==> src/hmp2mid_pkg.sv <==
// ----------------------------------------------------------------------------
// hmp2mid_pkg
// types and constants for the hmp to midi track converter
// ----------------------------------------------------------------------------
package hmp2mid_pkg;

  typedef enum logic [2:0] {
    PH_DELTA,
    PH_STATUS,
    PH_DATA,
    PH_META_TYPE,
    PH_META_LEN,
    PH_META_DATA,
    PH_DONE,
    PH_ERROR
  } phase_t;

  typedef enum logic [1:0] {
    ST_CONVERTING = 2'd0,
    ST_FINISHED   = 2'd1,
    ST_MALFORMED  = 2'd2
  } track_status_t;

  localparam int OUT_COUNT_W = 24;

  localparam logic [7:0] BYTE_META      = 8'hFF;
  localparam logic [7:0] META_END_TRACK = 8'h2F;
  localparam logic [3:0] HI_SYSTEM      = 4'hF;
  localparam logic [3:0] HI_PROGRAM     = 4'hC;
  localparam logic [3:0] HI_PRESSURE    = 4'hD;

endpackage

==> src/hmp_to_midi_track_converter.sv <==
// ----------------------------------------------------------------------------
// hmp_to_midi_track_converter
// converts a stream of hmp track bytes into standard midi track bytes
// ----------------------------------------------------------------------------
// One hmp byte is taken per beat on the slave side and turns into a run of
// zero to MAX_DELTA_BYTES midi bytes on the master side; a byte that yields
// nothing still gives one empty beat with tuser low. The parser works on a
// byte in the cycle it is accepted and loads the run into an output register,
// and the next byte is taken in the same cycle as the last beat of that run
// leaves. While m_axis_tready is high, a byte is therefore accepted every cycle
// while each gives one beat, and a byte that closes a delta time of n groups,
// its own group included, gives n beats, sent one per cycle by the output
// serializer. tuser on the slave side restarts the parser for a new track.
module hmp_to_midi_track_converter
  import hmp2mid_pkg::*;
#(
  parameter int MAX_DELTA_BYTES = 4,
  parameter int COUNT_WIDTH     = 24
) (
  input  logic        clk,
  input  logic        rst,
  input  logic        s_axis_tvalid,
  output logic        s_axis_tready,
  input  logic [7:0]  s_axis_tdata,   // in_byte
  input  logic        s_axis_tuser,   // track_start
  input  logic        s_axis_tlast,   // track_last
  output logic        m_axis_tvalid,
  input  logic        m_axis_tready,
  output logic [39:0] m_axis_tdata,   // out_byte, status, emitted_count, zero pad
  output logic        m_axis_tuser,   // has_byte
  output logic        m_axis_tlast    // run_last
);

  localparam int DCW = (MAX_DELTA_BYTES > 2) ? $clog2(MAX_DELTA_BYTES) : 1;
  localparam int NW  = $clog2(MAX_DELTA_BYTES + 1);
  localparam int GD  = MAX_DELTA_BYTES - 1;
  localparam logic [COUNT_WIDTH-1:0] COUNT_MAX = '1;

  // parser state
  phase_t                 phase, phase_next;
  logic [DCW-1:0]         delta_count, delta_count_next;
  logic [7:0]             running_status, running_status_next;
  logic [1:0]             data_left, data_left_next;
  logic [7:0]             meta_left, meta_left_next;
  logic                   meta_is_end, meta_is_end_next;
  logic [COUNT_WIDTH-1:0] byte_count, byte_count_next;
  logic [GD-1:0][6:0]     delta_groups;

  // run register
  logic                             run_valid;
  logic [MAX_DELTA_BYTES-1:0][7:0]  run_bytes;
  logic [NW-1:0]                    run_n;
  logic [DCW-1:0]                   run_idx;
  track_status_t                    run_status;
  logic [COUNT_WIDTH-1:0]           run_base;

  // parse results
  logic [MAX_DELTA_BYTES-1:0][7:0]  em_bytes;
  logic [NW-1:0]                    em_n;
  logic                             shift_en;
  track_status_t                    status_next;

  phase_t                 cur_phase;
  logic [DCW-1:0]         cur_dc;
  logic [7:0]             cur_rs;
  logic [1:0]             cur_dl;
  logic [7:0]             cur_ml;
  logic                   cur_end;
  logic [COUNT_WIDTH-1:0] cur_bc;
  logic [COUNT_WIDTH:0]   bc_sum;
  logic [7:0]             in_b;

  logic                   accept;
  logic                   beat_take;
  logic                   beat_last;
  logic [COUNT_WIDTH:0]   out_sum;
  logic [COUNT_WIDTH-1:0] out_count;
  logic [7:0]             out_byte;

  assign in_b = s_axis_tdata;

  always_comb begin
    cur_phase = s_axis_tuser ? PH_DELTA : phase;
    cur_dc    = s_axis_tuser ? '0 : delta_count;
    cur_rs    = s_axis_tuser ? '0 : running_status;
    cur_dl    = s_axis_tuser ? '0 : data_left;
    cur_ml    = s_axis_tuser ? '0 : meta_left;
    cur_end   = s_axis_tuser ? 1'b0 : meta_is_end;
    cur_bc    = s_axis_tuser ? '0 : byte_count;

    phase_next          = cur_phase;
    delta_count_next    = cur_dc;
    running_status_next = cur_rs;
    data_left_next      = cur_dl;
    meta_left_next      = cur_ml;
    meta_is_end_next    = cur_end;
    shift_en            = 1'b0;
    em_bytes            = '0;
    em_n                = '0;

    unique case (cur_phase)
      PH_DELTA: begin
        if (in_b[7]) begin
          em_bytes[0] = {cur_dc != '0, in_b[6:0]};
          for (int j = 1; j < MAX_DELTA_BYTES; j++) begin
            if (j <= int'(cur_dc)) begin
              em_bytes[j] = {j < int'(cur_dc), delta_groups[j-1]};
            end
          end
          em_n             = NW'(cur_dc) + NW'(1);
          delta_count_next = '0;
          phase_next       = PH_STATUS;
        end else if (cur_dc >= DCW'(MAX_DELTA_BYTES - 1)) begin
          phase_next = PH_ERROR;
        end else begin
          shift_en         = 1'b1;
          delta_count_next = cur_dc + DCW'(1);
        end
      end
      PH_STATUS: begin
        if (in_b == BYTE_META) begin
          em_bytes[0] = in_b;
          em_n        = NW'(1);
          phase_next  = PH_META_TYPE;
        end else if (!in_b[7] || in_b[7:4] == HI_SYSTEM) begin
          phase_next = PH_ERROR;
        end else begin
          if (in_b != cur_rs) begin
            em_bytes[0] = in_b;
            em_n        = NW'(1);
          end
          running_status_next = in_b;
          data_left_next = (in_b[7:4] == HI_PROGRAM || in_b[7:4] == HI_PRESSURE) ?
                           2'd1 : 2'd2;
          phase_next = PH_DATA;
        end
      end
      PH_DATA: begin
        em_bytes[0] = in_b;
        em_n        = NW'(1);
        if (cur_dl != '0) begin
          data_left_next = cur_dl - 2'd1;
        end
        if (data_left_next == '0) begin
          phase_next = PH_DELTA;
        end
      end
      PH_META_TYPE: begin
        em_bytes[0]      = in_b;
        em_n             = NW'(1);
        meta_is_end_next = (in_b == META_END_TRACK);
        phase_next       = PH_META_LEN;
      end
      PH_META_LEN: begin
        em_bytes[0]    = in_b;
        em_n           = NW'(1);
        meta_left_next = in_b;
        if (in_b == '0) begin
          phase_next = cur_end ? PH_DONE : PH_DELTA;
        end else begin
          phase_next = PH_META_DATA;
        end
      end
      PH_META_DATA: begin
        em_bytes[0] = in_b;
        em_n        = NW'(1);
        if (cur_ml != '0) begin
          meta_left_next = cur_ml - 8'd1;
        end
        if (meta_left_next == '0) begin
          phase_next = cur_end ? PH_DONE : PH_DELTA;
        end
      end
      PH_DONE, PH_ERROR: begin
      end
      default: begin
      end
    endcase

    if (s_axis_tlast && phase_next != PH_DONE && phase_next != PH_ERROR) begin
      phase_next = (phase_next == PH_DELTA && delta_count_next == '0) ?
                   PH_DONE : PH_ERROR;
    end

    unique case (phase_next)
      PH_DONE:  status_next = ST_FINISHED;
      PH_ERROR: status_next = ST_MALFORMED;
      default:  status_next = ST_CONVERTING;
    endcase

    bc_sum          = {1'b0, cur_bc} + (COUNT_WIDTH + 1)'(em_n);
    byte_count_next = bc_sum[COUNT_WIDTH] ? COUNT_MAX : bc_sum[COUNT_WIDTH-1:0];
  end

  // output serializer
  assign beat_last = (run_n == '0) || (NW'(run_idx) == run_n - NW'(1));
  assign beat_take = run_valid && m_axis_tready;
  assign s_axis_tready = !run_valid || (beat_take && beat_last);
  assign accept = s_axis_tvalid && s_axis_tready;

  always_comb begin
    if (run_n == '0) begin
      out_sum = {1'b0, run_base};
    end else begin
      out_sum = {1'b0, run_base} + (COUNT_WIDTH + 1)'(run_idx) + (COUNT_WIDTH + 1)'(1);
    end
    out_count = out_sum[COUNT_WIDTH] ? COUNT_MAX : out_sum[COUNT_WIDTH-1:0];
    out_byte  = (run_n == '0) ? 8'd0 : run_bytes[run_idx];
  end

  assign m_axis_tvalid = run_valid;
  assign m_axis_tuser  = (run_n != '0);
  assign m_axis_tlast  = beat_last;
  assign m_axis_tdata  = {6'd0, OUT_COUNT_W'(out_count), run_status, out_byte};

  always_ff @(posedge clk) begin
    if (rst) begin
      phase          <= PH_DELTA;
      delta_count    <= '0;
      running_status <= '0;
      data_left      <= '0;
      meta_left      <= '0;
      meta_is_end    <= 1'b0;
      byte_count     <= '0;
      run_valid      <= 1'b0;
      run_idx        <= '0;
    end else begin
      if (accept) begin
        phase          <= phase_next;
        delta_count    <= delta_count_next;
        running_status <= running_status_next;
        data_left      <= data_left_next;
        meta_left      <= meta_left_next;
        meta_is_end    <= meta_is_end_next;
        byte_count     <= byte_count_next;
        run_valid      <= 1'b1;
        run_idx        <= '0;
      end else if (beat_take) begin
        if (beat_last) begin
          run_valid <= 1'b0;
        end else begin
          run_idx <= run_idx + DCW'(1);
        end
      end
    end
  end

  // payload, no reset
  always_ff @(posedge clk) begin
    if (accept) begin
      run_bytes  <= em_bytes;
      run_n      <= em_n;
      run_status <= status_next;
      run_base   <= cur_bc;
      if (shift_en) begin
        delta_groups[0] <= in_b[6:0];
        for (int k = 1; k < GD; k++) begin
          delta_groups[k] <= delta_groups[k-1];
        end
      end
    end
  end

  // checks
  a_idx_in_run: assert property (@(posedge clk) disable iff (rst)
    run_valid && run_n != '0 |-> NW'(run_idx) < run_n)
    else $error("run index past run length");

  a_run_len: assert property (@(posedge clk) disable iff (rst)
    run_valid |-> run_n <= NW'(MAX_DELTA_BYTES))
    else $error("run longer than allowed");

  a_delta_depth: assert property (@(posedge clk) disable iff (rst)
    delta_count <= DCW'(MAX_DELTA_BYTES - 1))
    else $error("delta buffer overfilled");

  a_load_starts_run: assert property (@(posedge clk) disable iff (rst)
    accept |=> run_valid && run_idx == '0)
    else $error("accepted beat did not start a run");

  a_halted_silent: assert property (@(posedge clk) disable iff (rst)
    accept && !s_axis_tuser && (phase == PH_DONE || phase == PH_ERROR)
    |=> run_n == '0)
    else $error("bytes emitted after track end or error");

endmodule
==> config.mk <==
export PLATFORM = sky130hd
export DESIGN_NAME = hmp_to_midi_track_converter
export DESIGN_NICKNAME = d
export VERILOG_FILES = /design/src/hmp2mid_pkg.sv /design/src/hmp_to_midi_track_converter.sv
export SDC_FILE = /design/constraint.sdc
export NUM_CORES = 1
export LEC_CHECK = 0
export BUFFER_PORTS_ARGS = -buffer_cell sky130_fd_sc_hd__buf_2
export CAP_MARGIN = 20
export CORE_UTILIZATION = 30
export CTS_CLUSTER_SIZE = 25
export DETAILED_ROUTE_END_ITERATION = 10
export GPL_ROUTABILITY_DRIVEN = 0
export GPL_TIMING_DRIVEN = 0
export HOLD_SLACK_MARGIN = 0.05
export SYNTH_ARGS = -nofsm -noshare
export SYNTH_HDL_FRONTEND = slang
export SYNTH_SLANG_ARGS = --single-unit
==> constraint.sdc <==
create_clock -name clk -period 7.1 [get_ports clk]
set_clock_uncertainty 0.2 [all_clocks]
set_input_delay 1.42 -clock clk [delete_from_list [all_inputs] [get_ports clk]]
set_output_delay 1.42 -clock clk [all_outputs]
set_load 0.02 [all_outputs]
==> flow_results.xml <==
<?xml version="1.0" encoding="UTF-8"?>
<metrics>
  <group name="floorplan">
    <metric name="top_level_ports" unit="">58</metric>
    <metric name="chipWidth" unit="microns">157.2</metric>
    <metric name="fp.coreArea" unit="sq mm">0.02354</metric>
    <metric name="die-area" unit="sq mm">0.02471</metric>
    <metric name="std_cell_rows" unit="">56</metric>
    <metric name="die_height" unit="microns">157.2</metric>
    <metric name="initial_core_utilization" unit="%">30.69</metric>
  </group>
  <group name="synth">
    <metric name="synth.largest_area_cell" unit="">edfxtp_1</metric>
    <metric name="synth_commonest_cells" unit="">nor2_1 (90), edfxtp_1 (81), nand2_1 (71), dfxtp_1 (51), o21ai_0 (47)</metric>
    <metric name="post_synth_num_cell_types" unit="">66</metric>
    <metric name="synth_top_cell_area_share" unit="%">33.67</metric>
    <metric name="postSynth.topFlopCell" unit="">edfxtp_1</metric>
    <metric name="synth_warnings" unit="">0</metric>
    <metric name="synth-async-reset-ratio" unit="%">0</metric>
    <metric name="yosysSeqAreaShare" unit="%">47.80</metric>
    <metric name="postSynthAreaPerCell" unit="sq um">9.358</metric>
    <metric name="synth_cells" unit="">772</metric>
    <metric name="synth_enable_flop_cells" unit="">81</metric>
    <metric name="synth.ff_latch_count" unit="">132</metric>
    <metric name="mappedNetlistArea" unit="sq mm">0.007224</metric>
    <metric name="most_numerous_cell_in_the_yosys_netlist" unit="">nor2_1</metric>
    <metric name="synthTopCellsByArea" unit="">edfxtp_1 (34%), dfxtp_1 (14%), nor2_1 (4.7%)</metric>
  </group>
  <group name="cts">
    <metric name="postCtsSetupRepairBufs" unit="">0</metric>
    <metric name="cts_tree" unit="">built</metric>
    <metric name="clock_path_buffers" unit="">2</metric>
    <metric name="cts-resized-gates" unit="">0</metric>
    <metric name="cts-root-buf" unit="">clkbuf_16</metric>
    <metric name="clk_latency" unit="ns">0.42</metric>
    <metric name="cts_hold_repair.buffers" unit="">0</metric>
    <metric name="cts.htree.levels" unit="">4</metric>
    <metric name="cts_buffer_count" unit="">17</metric>
    <metric name="cts_sinks" unit="">132</metric>
    <metric name="clkTransAtPathRegs" unit="ns">0.06</metric>
  </group>
  <group name="drt">
    <metric name="drt-total-wl" unit="microns">18630</metric>
    <metric name="wl_per_cell" unit="microns">15.79</metric>
    <metric name="vias" unit="">6040</metric>
    <metric name="first_iter_violations" unit="">546</metric>
    <metric name="post-route-drc-count" unit="">0</metric>
    <metric name="drt-pass1-iter-count" unit="">5</metric>
    <metric name="drt.antenna.violating_nets" unit="">0</metric>
    <metric name="detail_route.vias_per_cell" unit="">5.119</metric>
  </group>
  <group name="timing">
    <metric name="slew_viol_final" unit="">0</metric>
    <metric name="grt_setup_unrepaired" unit="">false</metric>
    <metric name="timing.final.setup_violations" unit="">0</metric>
    <metric name="finalHoldViolCount" unit="">0</metric>
    <metric name="timing.slew.headroom" unit="%">43.82</metric>
    <metric name="achievable-frequency" unit="MHz">157.2</metric>
    <metric name="finalWorstPathRequiredPeriod" unit="ns">6.363</metric>
    <metric name="fin_crit_sh" unit="%">89.62</metric>
    <metric name="final.setup.tns" unit="ns">0</metric>
    <metric name="measured_slew_at_the_worst_slew_check_pin" unit="ns">0.8351</metric>
    <metric name="worst_hold_slack" unit="ns">0.2394</metric>
  </group>
  <group name="hold_path">
    <metric name="min-delay-path-class" unit="">reg -&gt; reg</metric>
  </group>
  <group name="finish">
    <metric name="fin_area" unit="sq mm">0.008539</metric>
    <metric name="final_core_utilization" unit="%">36.27</metric>
    <metric name="area_added_between_synthesis_and_finish" unit="%">18.20</metric>
    <metric name="insertedDiodeCount" unit="">0</metric>
    <metric name="post_layout_nonfiller_instances" unit="">1180</metric>
    <metric name="drive_above_1_share" unit="%">13.01</metric>
    <metric name="num-fill-cells" unit="">2420</metric>
    <metric name="layout.nets" unit="">876</metric>
  </group>
  <group name="run">
    <metric name="timing.max_cap.violations" unit="">0</metric>
  </group>
  <group name="place">
    <metric name="placed_instance_area" unit="sq mm">0.007916</metric>
    <metric name="dp.cells" unit="">1148</metric>
    <metric name="hpwl" unit="microns">13160</metric>
    <metric name="io_buffers" unit="">50</metric>
  </group>
  <group name="grt">
    <metric name="antenna_found_initial" unit="">1</metric>
    <metric name="groute.usage.overall" unit="%">15.59</metric>
    <metric name="number_of_global_route_vias_before_repair" unit="">5656</metric>
    <metric name="grt.overflow.total" unit="">0</metric>
    <metric name="first_pass_grt_wire_length" unit="microns">29520</metric>
    <metric name="grt_max_degree" unit="">70</metric>
  </group>
  <group name="power_and_ir_drop">
    <metric name="power-per-cell-area" unit="mW/mm^2">243.3</metric>
    <metric name="leakage_power_total" unit="nW">3.133</metric>
    <metric name="ir_drop" unit="mV">0.1469</metric>
  </group>
  <group name="setup_path">
    <metric name="critical_path.endpoint_type" unit="">flop</metric>
    <metric name="arrival" unit="ns">6.44</metric>
    <metric name="cp_data_required_time" unit="ns">7.18</metric>
    <metric name="cp-start-kind" unit="">input port</metric>
    <metric name="criticalPathCategory" unit="">in -&gt; reg</metric>
    <metric name="critical_path_peak_fanout" unit="">10</metric>
  </group>
  <group name="outcome">
    <metric name="outcome" unit="">complete, no violations</metric>
  </group>
</metrics>
registers in the layout, summed over array words and instances (netlist names), 2 cells and up:
register        cells
delta_count         2
byte_count         24
run_n               3
running_status      8
run_status          2
run_base           24
phase               3
meta_left           8
run_bytes          31
delta_groups       21
data_left           2
run_idx             2
final timing paths:
path	startpoint	to	slack [ns]	depth (start not counted)
worst min-delay path	delta_groups[4]$_DFFE_PP_	delta_groups[11]$_DFFE_PP_	0.24	0
worst max-delay path	s_axis_tuser	byte_count[4]$_SDFFE_PP0P_	0.74	19
worst min register to register	delta_groups[4]$_DFFE_PP_	delta_groups[11]$_DFFE_PP_	0.24	0
worst max register to register	phase[0]$_SDFFE_PP0P_	byte_count[14]$_SDFFE_PP0P_	2.58	17
worst max-delay path, cell delays in order:
cell and delay, ns:
buf_2 0.24, buf_2 0.30, clkbuf_1 0.47, buf_2 0.40
buf_1 0.49, buf_1 0.57, nor2b_1 0.16, ha_1 0.23
inv_1 0.07, fa_1 0.20, nor2b_1 0.06, o21ai_0 0.39
nor3_2 0.15, and4_1 0.25, nand4_1 0.12, clkbuf_1 0.41
o21ai_0 0.21, a22oi_1 0.22, nor2_1 0.05
cell type report:
type / count / area [sq um] / share of cell area, %
Multi-Input combinational cell: 570 / 3470 / 40.63
Inverter: 31 / 116.4 / 1.363
Clock inverter: 11 / 182.7 / 2.139
Timing Repair Buffer: 52 / 265.3 / 3.106
Sequential cell: 132 / 3453 / 40.44
Clock buffer: 21 / 440.4 / 5.158
Tap cell: 319 / 399.1 / 4.674
Buffer: 44 / 212.7 / 2.491
cell usage in the layout (no fill, tap or decap), types with 17 or more instances in the layout:
| cell | instances |
|---|---|
| nand2_1 | 71 |
| a21oi_1 | 45 |
| inv_1 | 30 |
| a22oi_1 | 17 |
| edfxtp_1 | 81 |
| nand3_1 | 19 |
| o21ai_0 | 47 |
| and2_1 | 40 |
| nor3_1 | 34 |
| nor2b_1 | 30 |
| buf_2 | 58 |
| dfxtp_1 | 51 |
| clkbuf_1 | 28 |
| xnor2_1 | 17 |
| clkbuf_16 | 17 |
| nor2_1 | 90 |
routing by layer:
layer  track usage, %  part of all wire [%]
met1            19.80                    44
met2            25.96                    48
met3            3.689                   6.7
met4            5.039                  0.89
met5                0                 0.091
where the power goes:
group,leakage [nW],internal [mW],switching (mW),total (mW)
Clock,0.296,0.619,0.319,0.938
Combinational,1.63,0.0898,0.174,0.264
Sequential,1.21,0.855,0.0208,0.876
kinds of logic after synthesis:
group	after synthesis	share of synthesized area, %
other cells	1	0.05191
fa+ha+maj	14	2.632
flops	132	47.80
xor+xnor	31	3.758
mux	11	2.754
simple gates	342	24.04
compound gates	166	14.44
buf+inv	75	4.520
through the flow:
step	setup slack (ns)	total power [mW]
2_1_floorplan	1.998	1.070
3_3_place_gp	0.1623	1.150
3_5_place_dp	0.4815	1.155
4_1_cts	0.8269	2.086
5_1_grt	0.4009	2.151
6_report	0.7366	2.078
(Power assumes the default switching activity.)
